===== src/assert_macros.svh =====
// ----------------------------------------------------------------------------
// Assertion macros
// Shared concurrent assertion wrappers, empty in synthesis builds.
// ----------------------------------------------------------------------------
`ifndef ASSERT_MACROS_SVH
`define ASSERT_MACROS_SVH

`ifndef SYNTHESIS
// checked outside reset
`define CTHV_ASSERT(lbl, prop, msg) \
  lbl: assert property (@(posedge clk_i) disable iff (!rst_ni) prop) else $error(msg);
// checked at every edge, reset included
`define CTHV_ASSERT_ALWAYS(lbl, prop, msg) \
  lbl: assert property (@(posedge clk_i) prop) else $error(msg);
`else
`define CTHV_ASSERT(lbl, prop, msg)
`define CTHV_ASSERT_ALWAYS(lbl, prop, msg)
`endif

`endif


===== src/cthv_pkg.sv =====
// ----------------------------------------------------------------------------
// cthv_pkg
// Types, constants and character classes of the Content-Type line checker.
// ----------------------------------------------------------------------------
package cthv_pkg;

  localparam int unsigned QueueDepthDef = 2;
  localparam logic [3:0]  NameLen       = 4'd12;

  localparam logic [7:0] ChNewline = 8'h0A;
  localparam logic [7:0] ChTab     = 8'h09;
  localparam logic [7:0] ChSpace   = 8'h20;
  localparam logic [7:0] ChColon   = 8'h3A;
  localparam logic [7:0] ChSlash   = 8'h2F;
  localparam logic [7:0] ChSemi    = 8'h3B;
  localparam logic [7:0] ChEquals  = 8'h3D;
  localparam logic [7:0] ChQuote   = 8'h22;
  localparam logic [7:0] ChDel     = 8'h7F;

  typedef enum logic [3:0] {
    PH_NAME  = 4'd0,
    PH_LEAD  = 4'd1,
    PH_TYPE  = 4'd2,
    PH_SUB   = 4'd3,
    PH_KEY   = 4'd4,
    PH_VALUE = 4'd5,
    PH_TRAIL = 4'd6
  } phase_e;

  // classified item handed from front to back
  typedef struct packed {
    logic [7:0] line_byte;
    logic       eol;
    logic       tok;
    logic       blank;
    logic       bad_in_quote;
    logic       colon;
    logic       slash;
    logic       semi;
    logic       equals;
    logic       quote;
    logic       newline;
  } item_t;

  function automatic logic [7:0] name_char(input logic [3:0] pos);
    logic [7:0] ch;
    unique case (pos)
      4'd0:    ch = 8'h43; // C
      4'd1:    ch = 8'h6F; // o
      4'd2:    ch = 8'h6E; // n
      4'd3:    ch = 8'h74; // t
      4'd4:    ch = 8'h65; // e
      4'd5:    ch = 8'h6E; // n
      4'd6:    ch = 8'h74; // t
      4'd7:    ch = 8'h2D; // -
      4'd8:    ch = 8'h54; // T
      4'd9:    ch = 8'h79; // y
      4'd10:   ch = 8'h70; // p
      4'd11:   ch = 8'h65; // e
      default: ch = 8'h00;
    endcase
    return ch;
  endfunction

  function automatic logic is_ctl(input logic [7:0] ch);
    return (ch < 8'd32) || (ch == ChDel);
  endfunction

  function automatic logic is_token(input logic [7:0] ch);
    logic sep;
    unique case (ch)
      8'h28, 8'h29, 8'h3C, 8'h3E, 8'h40, 8'h2C, 8'h3B, 8'h3A, 8'h5C, 8'h22,
      8'h2F, 8'h5B, 8'h5D, 8'h3F, 8'h3D, 8'h7B, 8'h7D, 8'h20, 8'h09: sep = 1'b1;
      default: sep = 1'b0;
    endcase
    return !sep && !is_ctl(ch);
  endfunction

endpackage


===== src/cthv_front.sv =====
// ----------------------------------------------------------------------------
// cthv_front
// Accepts line bytes and tags each with its character classes.
// ----------------------------------------------------------------------------
module cthv_front (
  input  logic               in_valid_i,
  input  logic               queue_full_i,
  input  logic [7:0]         line_byte_i,
  input  logic               end_of_line_i,
  output logic               push_o,
  output cthv_pkg::item_t    item_o
);
  import cthv_pkg::*;

  assign push_o = in_valid_i && !queue_full_i;

  always_comb begin
    item_o.line_byte    = line_byte_i;
    item_o.eol          = end_of_line_i;
    item_o.tok          = is_token(line_byte_i);
    item_o.blank        = (line_byte_i == ChSpace) || (line_byte_i == ChTab);
    item_o.bad_in_quote = is_ctl(line_byte_i) && (line_byte_i != ChTab) &&
                          (line_byte_i != ChNewline);
    item_o.colon        = (line_byte_i == ChColon);
    item_o.slash        = (line_byte_i == ChSlash);
    item_o.semi         = (line_byte_i == ChSemi);
    item_o.equals       = (line_byte_i == ChEquals);
    item_o.quote        = (line_byte_i == ChQuote);
    item_o.newline      = (line_byte_i == ChNewline);
  end

endmodule


===== src/cthv_queue.sv =====
// ----------------------------------------------------------------------------
// cthv_queue
// Short FIFO of classified items between front and back.
// ----------------------------------------------------------------------------
`include "assert_macros.svh"

module cthv_queue #(
  parameter int unsigned Depth = cthv_pkg::QueueDepthDef
) (
  input  logic            clk_i,
  input  logic            rst_ni,
  input  logic            push_i,
  input  cthv_pkg::item_t item_i,
  input  logic            pop_i,
  output logic            full_o,
  output logic            valid_o,
  output cthv_pkg::item_t item_o
);
  import cthv_pkg::*;

  localparam int unsigned PtrW = (Depth > 1) ? $clog2(Depth) : 1;
  localparam int unsigned CntW = $clog2(Depth + 1);
  localparam logic [PtrW-1:0] LastPtr = PtrW'(Depth - 1);
  localparam logic [CntW-1:0] FullCnt = CntW'(Depth);

  item_t           mem_q [Depth];
  logic [PtrW-1:0] wr_ptr_q, wr_ptr_d;
  logic [PtrW-1:0] rd_ptr_q, rd_ptr_d;
  logic [CntW-1:0] count_q, count_d;

  assign full_o  = (count_q == FullCnt);
  assign valid_o = (count_q != '0);
  assign item_o  = mem_q[rd_ptr_q];

  always_comb begin
    wr_ptr_d = wr_ptr_q;
    rd_ptr_d = rd_ptr_q;
    count_d  = count_q;
    if (push_i) begin
      wr_ptr_d = (wr_ptr_q == LastPtr) ? '0 : wr_ptr_q + 1'b1;
    end
    if (pop_i) begin
      rd_ptr_d = (rd_ptr_q == LastPtr) ? '0 : rd_ptr_q + 1'b1;
    end
    if (push_i && !pop_i) begin
      count_d = count_q + 1'b1;
    end else if (pop_i && !push_i) begin
      count_d = count_q - 1'b1;
    end
  end

  always_ff @(posedge clk_i or negedge rst_ni) begin
    if (!rst_ni) begin
      wr_ptr_q <= '0;
      rd_ptr_q <= '0;
      count_q  <= '0;
    end else begin
      wr_ptr_q <= wr_ptr_d;
      rd_ptr_q <= rd_ptr_d;
      count_q  <= count_d;
    end
  end

  always_ff @(posedge clk_i) begin
    if (push_i) begin
      mem_q[wr_ptr_q] <= item_i;
    end
  end

  `CTHV_ASSERT(a_count_bound, count_q <= FullCnt, "queue count over depth")
  `CTHV_ASSERT(a_no_pop_empty, pop_i |-> valid_o, "pop from empty queue")
  `CTHV_ASSERT(a_no_push_full, (full_o && !pop_i) |-> !push_i, "push into full queue")

endmodule


===== src/cthv_back.sv =====
// ----------------------------------------------------------------------------
// cthv_back
// Grammar state machine and registered verdict output.
// ----------------------------------------------------------------------------
`include "assert_macros.svh"

module cthv_back (
  input  logic            clk_i,
  input  logic            rst_ni,
  input  logic            item_valid_i,
  input  cthv_pkg::item_t item_i,
  output logic            item_pop_o,
  output logic            out_valid_o,
  input  logic            out_stall_i,
  output logic            accepted_o
);
  import cthv_pkg::*;

  phase_e     phase_q, phase_d;
  logic [3:0] name_pos_q, name_pos_d;
  logic       nonempty_q, nonempty_d;
  logic       quoted_q, quoted_d;
  logic       closed_q, closed_d;
  logic       failed_q, failed_d;
  logic       out_valid_q, out_valid_d;
  logic       accepted_q;
  logic       complete;

  // an end-of-line item needs the output register free
  assign item_pop_o = item_valid_i && (!item_i.eol || !out_valid_q || !out_stall_i);

  // line_complete on current state
  always_comb begin
    complete = 1'b0;
    unique case (phase_q)
      PH_SUB:   complete = nonempty_q;
      PH_VALUE: complete = nonempty_q && (!quoted_q || closed_q);
      PH_TRAIL: complete = 1'b1;
      default:  complete = 1'b0;
    endcase
    complete = complete && !failed_q;
  end

  // next state
  always_comb begin
    phase_d    = phase_q;
    name_pos_d = name_pos_q;
    nonempty_d = nonempty_q;
    quoted_d   = quoted_q;
    closed_d   = closed_q;
    failed_d   = failed_q;
    if (item_pop_o) begin
      if (item_i.eol) begin
        phase_d    = PH_NAME;
        name_pos_d = '0;
        nonempty_d = 1'b0;
        quoted_d   = 1'b0;
        closed_d   = 1'b0;
        failed_d   = 1'b0;
      end else if (!failed_q) begin
        unique case (phase_q)
          PH_NAME: begin
            if (name_pos_q < NameLen) begin
              if (item_i.line_byte == name_char(name_pos_q)) begin
                name_pos_d = name_pos_q + 1'b1;
              end else begin
                failed_d = 1'b1;
              end
            end else if (item_i.colon) begin
              phase_d    = PH_LEAD;
              nonempty_d = 1'b0;
            end else begin
              failed_d = 1'b1;
            end
          end
          PH_LEAD, PH_TYPE: begin
            if (phase_q == PH_LEAD && item_i.blank) begin
              phase_d = PH_LEAD;
            end else if (item_i.tok) begin
              phase_d    = PH_TYPE;
              nonempty_d = 1'b1;
            end else if (item_i.slash && nonempty_q) begin
              phase_d    = PH_SUB;
              nonempty_d = 1'b0;
            end else begin
              failed_d = 1'b1;
            end
          end
          PH_SUB: begin
            if (item_i.tok) begin
              nonempty_d = 1'b1;
            end else if (item_i.semi && nonempty_q) begin
              phase_d    = PH_KEY;
              nonempty_d = 1'b0;
            end else if (item_i.blank && nonempty_q) begin
              phase_d = PH_TRAIL;
            end else begin
              failed_d = 1'b1;
            end
          end
          PH_KEY: begin
            if (item_i.tok) begin
              nonempty_d = 1'b1;
            end else if (item_i.equals && nonempty_q) begin
              phase_d    = PH_VALUE;
              nonempty_d = 1'b0;
              quoted_d   = 1'b0;
              closed_d   = 1'b0;
            end else begin
              failed_d = 1'b1;
            end
          end
          PH_VALUE: begin
            if (!nonempty_q) begin
              if (item_i.quote) begin
                quoted_d   = 1'b1;
                nonempty_d = 1'b1;
              end else if (item_i.tok) begin
                nonempty_d = 1'b1;
              end else begin
                failed_d = 1'b1;
              end
            end else if (quoted_q && !closed_q) begin
              if (item_i.quote) begin
                closed_d = 1'b1;
              end else if (item_i.semi || item_i.bad_in_quote) begin
                failed_d = 1'b1;
              end
            end else if (item_i.tok && !quoted_q) begin
              nonempty_d = 1'b1;
            end else if (item_i.semi) begin
              phase_d    = PH_KEY;
              nonempty_d = 1'b0;
              quoted_d   = 1'b0;
              closed_d   = 1'b0;
            end else if (item_i.blank) begin
              phase_d = PH_TRAIL;
            end else begin
              failed_d = 1'b1;
            end
          end
          PH_TRAIL: begin
            if (!item_i.blank) begin
              failed_d = 1'b1;
            end
          end
          default: failed_d = 1'b1;
        endcase
      end
    end
  end

  // outputs
  always_comb begin
    out_valid_d = out_valid_q && out_stall_i;
    if (item_pop_o && item_i.eol) begin
      out_valid_d = 1'b1;
    end
  end

  always_ff @(posedge clk_i or negedge rst_ni) begin
    if (!rst_ni) begin
      phase_q     <= PH_NAME;
      name_pos_q  <= '0;
      nonempty_q  <= 1'b0;
      quoted_q    <= 1'b0;
      closed_q    <= 1'b0;
      failed_q    <= 1'b0;
      out_valid_q <= 1'b0;
    end else begin
      phase_q     <= phase_d;
      name_pos_q  <= name_pos_d;
      nonempty_q  <= nonempty_d;
      quoted_q    <= quoted_d;
      closed_q    <= closed_d;
      failed_q    <= failed_d;
      out_valid_q <= out_valid_d;
    end
  end

  always_ff @(posedge clk_i) begin
    if (item_pop_o && item_i.eol) begin
      accepted_q <= item_i.newline && complete;
    end
  end

  assign out_valid_o = out_valid_q;
  assign accepted_o  = accepted_q;

  `CTHV_ASSERT(a_eol_gives_result, (item_pop_o && item_i.eol) |=> out_valid_q,
               "end of line without verdict")
  `CTHV_ASSERT(a_name_done, (phase_q != PH_NAME) |-> (name_pos_q == NameLen),
               "left name phase before full name")
  `CTHV_ASSERT(a_fail_sticky, (failed_q && !(item_pop_o && item_i.eol)) |=> failed_q,
               "failed line recovered before end of line")
  `CTHV_ASSERT(a_name_bound, name_pos_q <= NameLen, "name position out of range")

endmodule


===== src/content_type_header_validator.sv =====
// ----------------------------------------------------------------------------
// content_type_header_validator
// Checks one Content-Type header line per end mark, one byte per item.
// ----------------------------------------------------------------------------
//  channel  direction  handshake               payload
//  in       input      in_valid_i / in_stall_o  line_byte_i, end_of_line_i
//  out      output     out_valid_o / out_stall_i  accepted_o
//
//  One byte per cycle sustained while the queue is not full; the grammar state machine
//  takes one item a cycle unless an end-of-line item waits on a stalled verdict.
//  Reset returns the grammar to the header name phase and empties the queue.
//  A stalled verdict holds only end-of-line items; bytes behind a held one wait in the queue.
// ----------------------------------------------------------------------------
module content_type_header_validator #(
  parameter int unsigned QueueDepth = cthv_pkg::QueueDepthDef
) (
  input  logic       clk_i,
  input  logic       rst_ni,
  input  logic       in_valid_i,
  output logic       in_stall_o,
  input  logic [7:0] line_byte_i,
  input  logic       end_of_line_i,
  output logic       out_valid_o,
  input  logic       out_stall_i,
  output logic       accepted_o
);
  import cthv_pkg::*;

  item_t fe_item;
  item_t be_item;
  logic  push;
  logic  pop;
  logic  full;
  logic  be_valid;

  assign in_stall_o = full;

  cthv_front u_front (
    .in_valid_i    (in_valid_i),
    .queue_full_i  (full),
    .line_byte_i   (line_byte_i),
    .end_of_line_i (end_of_line_i),
    .push_o        (push),
    .item_o        (fe_item)
  );

  cthv_queue #(
    .Depth (QueueDepth)
  ) u_queue (
    .clk_i   (clk_i),
    .rst_ni  (rst_ni),
    .push_i  (push),
    .item_i  (fe_item),
    .pop_i   (pop),
    .full_o  (full),
    .valid_o (be_valid),
    .item_o  (be_item)
  );

  cthv_back u_back (
    .clk_i        (clk_i),
    .rst_ni       (rst_ni),
    .item_valid_i (be_valid),
    .item_i       (be_item),
    .item_pop_o   (pop),
    .out_valid_o  (out_valid_o),
    .out_stall_i  (out_stall_i),
    .accepted_o   (accepted_o)
  );

endmodule


===== config.mk =====
export PLATFORM = sky130hd
export DESIGN_NAME = content_type_header_validator
export DESIGN_NICKNAME = d
export VERILOG_FILES = /design/src/cthv_pkg.sv /design/src/cthv_front.sv /design/src/cthv_queue.sv /design/src/cthv_back.sv /design/src/content_type_header_validator.sv
export VERILOG_INCLUDE_DIRS = /design/src /design/src/src
export SDC_FILE = /design/constraint.sdc
export NUM_CORES = 1
export LEC_CHECK = 0
export BUFFER_PORTS_ARGS = -buffer_cell sky130_fd_sc_hd__buf_2
export CAP_MARGIN = 20
export CORE_ASPECT_RATIO = 0.75
export CORE_MARGIN = 2
export CORE_UTILIZATION = 31
export DETAILED_ROUTE_END_ITERATION = 8
export GPL_ROUTABILITY_DRIVEN = 0
export GPL_TIMING_DRIVEN = 0
export PLACE_DENSITY = 0.56
export SETUP_SLACK_MARGIN = 0.15
export SYNTH_ARGS = -nofsm -noshare
export SYNTH_HDL_FRONTEND = slang
export SYNTH_SLANG_ARGS = --single-unit

===== constraint.sdc =====
create_clock -name clk_i -period 5.8 [get_ports clk_i]
set_input_delay 1.16 -clock clk_i [delete_from_list [all_inputs] [get_ports clk_i]]
set_output_delay 1.16 -clock clk_i [all_outputs]
set_load 0.01 [all_outputs]

==> results of run 1 <==
==> cells in the mapped netlist (8+ instances only) <==
library cell / n
nand2_1: 32
o21ai_0: 18
nor2_1: 23
nor3_1: 8
a21oi_1: 12
inv_1: 13
mux2i_1: 20
edfxtp_1: 37
clkbuf_1: 11
dfrtp_1: 16
nand2b_1: 10
==> worst max-delay path, stage by stage <==
cell,delay [ns]
buf_2,0.11
clkbuf_1,0.34
nor2_1,0.12
and4b_1,0.24
a21oi_1,0.15
nor2_1,0.08
nor4_1,0.52
==> area by class of cell <==
cell class / count / area [µm²] / share of cell area
Multi-Input combinational cell: 224 / 1506 / 0.4216
Inverter: 13 / 48.80 / 0.01366
Buffer: 16 / 83.83 / 0.02346
Timing Repair Buffer: 16 / 90.09 / 0.02521
Tap cell: 132 / 165.2 / 0.04622
Clock buffer: 6 / 128.9 / 0.03606
Sequential cell: 53 / 1511 / 0.4230
Clock inverter: 2 / 38.79 / 0.01085
==> final timing paths <==
path | endpoint | cells after the start
setup / recovery | u_queue.mem_q[1][8] | 7
hold / removal | u_queue.wr_ptr_q | 1
setup reg to reg | u_back.name_pos_q[2] | 8
hold reg to reg | u_queue.wr_ptr_q | 1
max in group asynchronous | u_back.name_pos_q[0] | 1
min in group asynchronous | u_back.phase_q[0] | 1
==> where the power goes <==
group / internal (µW) / leakage (µW) / total (µW) / switching, µW
sequential: 502 / 0.000555 / 538 / 35.5
clock: 206 / 0.0000815 / 346 / 140
combinational: 192 / 0.000670 / 504 / 312
total: 900 / 0.00131 / 1390 / 487
==> logic make-up (layout without fill, tap and decap cells) <==
logic type	Yosys count	count (layout)	synth area share
AOI/OAI and AO/OA	71	71	0.1479
DFF	53	53	0.4801
and+or+nand+nor	107	107	0.1753
muxes	27	27	0.09340
xor gates and xnor gates	12	12	0.03339
adders and majority gates	7	7	0.02782
buffers and inverters	29	53	0.04213
==> sequential cells by signal, summed over array words and instances, names as in the netlist <==
signal / count
u_back.out_valid_o: 1
u_back.quoted_q: 1
u_queue.wr_ptr_q: 1
u_queue.rd_ptr_q: 1
u_back.name_pos_q: 4
u_back.accepted_o: 1
u_back.nonempty_q: 1
u_back.closed_q: 1
u_back.phase_q: 3
u_queue.count_q: 2
u_back.failed_q: 1
u_queue.mem_q: 36
==> routing by layer <==
layer	global-route usage	vias up	share of wire
li1	-	1180	-
met1	0.2287	1127	0.53
met2	0.1836	92	0.38
met3	0.03706	9	0.075
met4	0.02907	0	0.012
met5	0	-	0
==> per-stage QoR <==
stage / setup slack [ns] / util / instances
after floorplan: 3.382 / - / 306
after global placement: 2.762 / 0.3466 / 453
after detailed placement: 2.842 / 0.3484 / 454
after CTS: 3.156 / 0.3656 / 462
after global routing: 2.938 / 0.3656 / 462
final: 3.114 / 0.3656 / 462
==> summary.txt, run 1 <==
GRT
  – GRT overflow: 0
  – GRT Total Usage: 0.1414
  – Via count of the first global-routing pass: 2,221
  – Initial antenna violation count: 0
  – Largest net degree at the start of global routing: 19
  – First-pass GRT wire length: approximately 12,000 µm

Place
  – Hpwl dp: ~5300 µm
  – Placed inst area: between 0.003 and 0.004 mm²
  – Port Buffers: 15

Worst setup path
  – R2R Path Start: u_back.name_pos_q[0]
  – R2r setup slk: approximately 3.2 ns
  – Worst Path Max Fanout: 10
  – Startpoint Class: input port
  – Worst setup EP type: flop
  – Worst Path Required: 5.83 ns
  – Worst path arrival time: 2.72 ns
  – Worst setup path startpoint: line_byte_i[4]
  – CP Class: input port to flop

Routing
  – DRC: 0
  – Drt wl/cell: 15.94 µm
  – DR iter-0 viols: between 200 and 250
  – Vias after detailed routing: 2,408
  – Vias per inst: between 5 and 6
  – TritonRoute pass-1 iters: 5
  – Antenna-violating nets left: 0
  – Wirelength, routed: 7363 µm

CTS
  – Worst skew pair latency: 0.29 ns
  – CTS sink cnt: 53
  – Post-CTS setup buffers: 0
  – Hold-fix buffers, CTS: 0
  – CTS Buf Count: 5
  – Clk buf depth: 2
  – CTS tree: built
  – Clock-pin slew on the worst setup and hold paths: 0.07 ns
  – # resized after CTS: 0
  – Htree depth: 2
  – CTS root buf: clkbuf_16

Logic synthesis
  – Post-synth EDFFs: 37
  – Synth Instances: 306
  – Post-synthesis register bit count: 53
  – Share of the synthesized area in the top cell type: 0.3529
  – Syn Area/Cell: 10.29 µm²
  – Post-synth cell types: 57
  – Main synth FF type: edfxtp_1
  – Top post-synthesis cells by area: edfxtp_1, dfrtp_1, mux2i_1
  – Seq/Total Area, Yosys: 0.4801
  – Ys async rst share: 0.3019
  – Mapped cell area: 0.003148 mm²
  – Synth area leader: edfxtp_1
  – Mapped Nets: 326
  – Synth Warn #: 0

STA
  – Clock skew: about 0.0066 ns
  – Slew headroom: 0.3983
  – Worst Max-Slew Pin Slew: 0.9026 ns
  – Final setup viols: 0
  – Hold Violations, Final: 0
  – Hold_ws: ~0.52 ns
  – RSZ-0062 raised after global routing: false
  – F_max: 372.3 MHz
  – Slew Limit Fails: 0
  – Min cycle time layout: 2.686 ns
  – Final period util: 0.4631
  – Setup TNS: 0 ns

Power
  – PD cells: 388.3 mW/mm²
  – Maximum vdd drop: 153.5 µV
  – Leak pwr: about 0.0013 µW
  – Design Power: 1387 µW

Status
  – Status: finished, final reports clean

Floorplan
  – Die W: approximately 120 µm
  – Die area: about 0.011 mm²
  – I/O pin cnt: 16
  – Die height: 91.27 µm
  – Starting Density: 0.3221
  – Num rows: 31
  – Placeable core area: 0.009774 mm²

Final layout
  – FILL cells: slightly above 1,000
  – Finished Cell Area: 0.003573 mm²
  – Inserted Diodes: 0
  – Commonest non-fill, non-tap cells in the layout: edfxtp_1, nand2_1, nor2_1
  – Area grow syn2layout: 13.51%
  – Commonest non-fill, non-tap cell in the layout: edfxtp_1
  – Share of cells above drive strength 1: 0.1273
  – Nets: 349

Hold path
  – Hold Startpoint: u_queue.wr_ptr_q
  – Hold WC Path Type: flop to flop

Flow run
  – Maxcap violations: 0
(Power assumes the default switching activity.)
==> inputs of run 2 (changes only) <==
Settings changed: PLACE_DENSITY 0.56 to 0.58.
Clock period 5.8 ns to 2.35 ns, I/O delays scaled along.
==> run 2 against run 1 <==
  * Global-route usage about the same
  * Combinational power grew to 3.1 times the previous value
  * Die area stayed put
  * Critical endpoint is now u_back.nonempty_q
  * Largest cell class is now multi-input combinational cells
==> summary.txt, run 2 (synthesis gave the netlist of run 1 again) <==
Worst setup path
  – CP delay by family, top: simple AND/OR/NAND/NOR gates
  – Critical-path top delay cell: or4_1
  – Worst path arrival time: 2.43 ns (-0.29 ns)
  – Worst setup EP type: flop
  – Number of buffers and inverters on the critical path: 3 (+1)
  – Startpoint Class: flop
  – Worst Path Required: 2.58 ns (-3.25 ns)
  – CP Class: flop to flop
  – Worst path most repeated cell: buf_12
  – Cells along the critical path: buf_8 > buf_12 > buf_12 > mux2i_1 > a211oi_1 > o22ai_2 > or4_1 > nand3_1
  – Max stage delay on crit path: 0.56 ns (+0.04 ns)
  – Worst Path Max Fanout: 10 (unchanged)

CTS
  – CTS root buf: clkbuf_16
  – Clock-pin slew on the worst setup and hold paths: 0.07 ns (about the same)
  – CTS sink cnt: 53 (unchanged)
  – CTS tree: built
  – Hold-fix buffers, CTS: 0 (unchanged)
  – CTS Buf Count: 5 (unchanged)
  – Clk buf depth: 2 (unchanged)
  – Htree depth: 2 (unchanged)
  – Worst skew pair latency: 0.30 ns (about the same)

STA
  – Slew Limit Fails: 0 (unchanged)
  – Hold Violations, Final: 0 (unchanged)
  – Min cycle time layout: 2.193 ns
  – Worst Max-Slew Pin Slew: 0.9716 ns (+0.06899 ns)
  – Slew headroom: 0.3523 (-0.04599)
  – Final setup viols: 0 (unchanged)
  – Clock skew: 0.005612 ns (-0.0009512 ns)
  – RSZ-0062 raised after global routing: true
  – F_max: about 460 MHz
  – Final period util: 0.9331
  – Setup TNS: 0 ns (unchanged)
  – Setup WS post-layout: 0.1573 ns (-2.957 ns)

Final layout
  – Commonest non-fill, non-tap cell in the layout: edfxtp_1
  – Top reg by flops: u_queue.mem_q
  – Share of cells above drive strength 1: 0.2226 (+0.09528)
  – Area grow syn2layout: 21.18%
  – Commonest non-fill, non-tap cells in the layout: edfxtp_1, nand2_1, nor2_1
  – Cell Count, Final, Fillers Out: 469 (+1.5%)
  – Top flop regs: u_queue.mem_q x36, u_back.name_pos_q x4, u_back.phase_q x3
  – FILL cells: 973 (-3.8%)
  – Nets: 356 (+2.0%)
  – Max FFs per register: 36 (unchanged)
  – Inserted Diodes: 0 (unchanged)
  – Final Core Density: 0.3903 (+0.02471)

Routing
  – Wirelength, routed: 7724 µm (+4.9%)
  – DRC: 0 (unchanged)
  – Drt wl/cell: 16.47 µm (+3.3%)
  – TritonRoute pass-1 iters: 4 (-1)
  – Vias per inst: 5.305 (+1.8%)
  – DR iter-0 viols: 218 (-0.46%)
  – Vias after detailed routing: 2,488 (+3.3%)
  – Antenna-violating nets left: 0 (unchanged)

Place
  – Port Buffers: 15 (unchanged)
  – Hpwl dp: 5322 µm (-0.53%)
  – Pre-CTS WS: -0.1755 ns (-3.017 ns)
  – Placed Cells: 454 (unchanged)

Floorplan
  – Placeable core area: 0.009774 mm² (unchanged)
  – Num rows: 31 (unchanged)
  – Die area: 0.01099 mm² (unchanged)
  – I/O pin cnt: 16 (unchanged)
  – Starting Density: 0.3221 (unchanged)
  – Die height: 91.27 µm (unchanged)
  – Die W: 120.4 µm (unchanged)

GRT
  – GRT Total Usage: 0.1409 (-0.0004772)
  – Largest net degree at the start of global routing: 19 (unchanged)
  – Initial antenna violation count: 0 (unchanged)
  – First-pass GRT wire length: 12,100 µm (-0.45%)
  – Via count of the first global-routing pass: 2,290 (+3.1%)
  – GRT overflow: 0 (unchanged)

Power
  – PD cells: 966.4 mW/mm² (+150%)
  – Leak pwr: 0.001371 µW (+4.9%)
  – Maximum vdd drop: 333.7 µV (+120%)
  – Design Power: 3687 µW (+170%)

Flow run
  – Maxcap violations: 0 (unchanged)

Status
  – Status: finished, final reports clean

Hold path
  – Hold WC Path Type: input port to async pin
run 2: power breakdown:
group / internal (µW) / total [µW] / switching [µW]
logic: 700 / 1570 / 873
registers: 1240 / 1360 / 114
clock network: 398 / 758 / 360
run 2: worst register-to-register path: stages (launching register included):
cell,delay [ns]
dfrtp_1,0.39
buf_8,0.16
buf_12,0.16
buf_12,0.15
mux2i_1,0.17
a211oi_1,0.31
o22ai_2,0.14
or4_1,0.56
nand3_1,0.11
run 2: timing repair:
| action | 4_1_cts | 5_1_grt |
|---|---|---|
| setup buffers | 5 | 1 |
| pin swaps | 1 | 8 |
| setup endpoints to repair | 9 | 11 |
| resized for setup | 11 | 29 |
| endpoints found under the hold margin | 0 | 0 |
| gates cloned | 0 | 1 |
run 2: cell type report:
cell class,instances,area (µm²),area share
multi-input cells,224,1672,0.4382
flip-flops and latches,53,1513,0.3965
well taps,132,165.2,0.04329
repair buffers,23,163.9,0.04296
clock buffers,5,125.1,0.03280
plain buffers,16,106.4,0.02788
inverters,13,48.80,0.01279
clock inverters,3,21.27,0.005576
run 2: per-stage QoR:
stage	area, µm²	hold slack, ns
6_report	3815	0.08576
4_1_cts	3642	0.1052
2_1_floorplan	3148	0.1744
5_1_grt	3815	0.1163
3_3_place_gp	3388	0.4241
3_5_place_dp	3406	0.4260
run 2: worst paths after layout:
kind	slack, ns	startpoint	cells after the start	to
max	0.16	u_queue.rd_ptr_q	8	u_back.nonempty_q
min	0.09	rst_ni	1	u_back.nonempty_q
max reg2reg	0.16	u_queue.rd_ptr_q	8	u_back.nonempty_q
min reg2reg	0.52	u_queue.wr_ptr_q	1	u_queue.wr_ptr_q
max in group asynchronous	1.96	rst_ni	1	u_back.name_pos_q[0]
min in group clk_i	0.37	line_byte_i[6]	1	u_queue.mem_q[0][16]
run 2: routing by layer:
metal | track usage | vias to the layer above | wire length, µm
met1 | 0.2222 | 1200 | 3971
met4 | 0.02616 | 0 | 25
met3 | 0.03266 | 4 | 495
met5 | 0 | - | 0
met2 | 0.1944 | 87 | 3230
li1 | - | 1197 | -
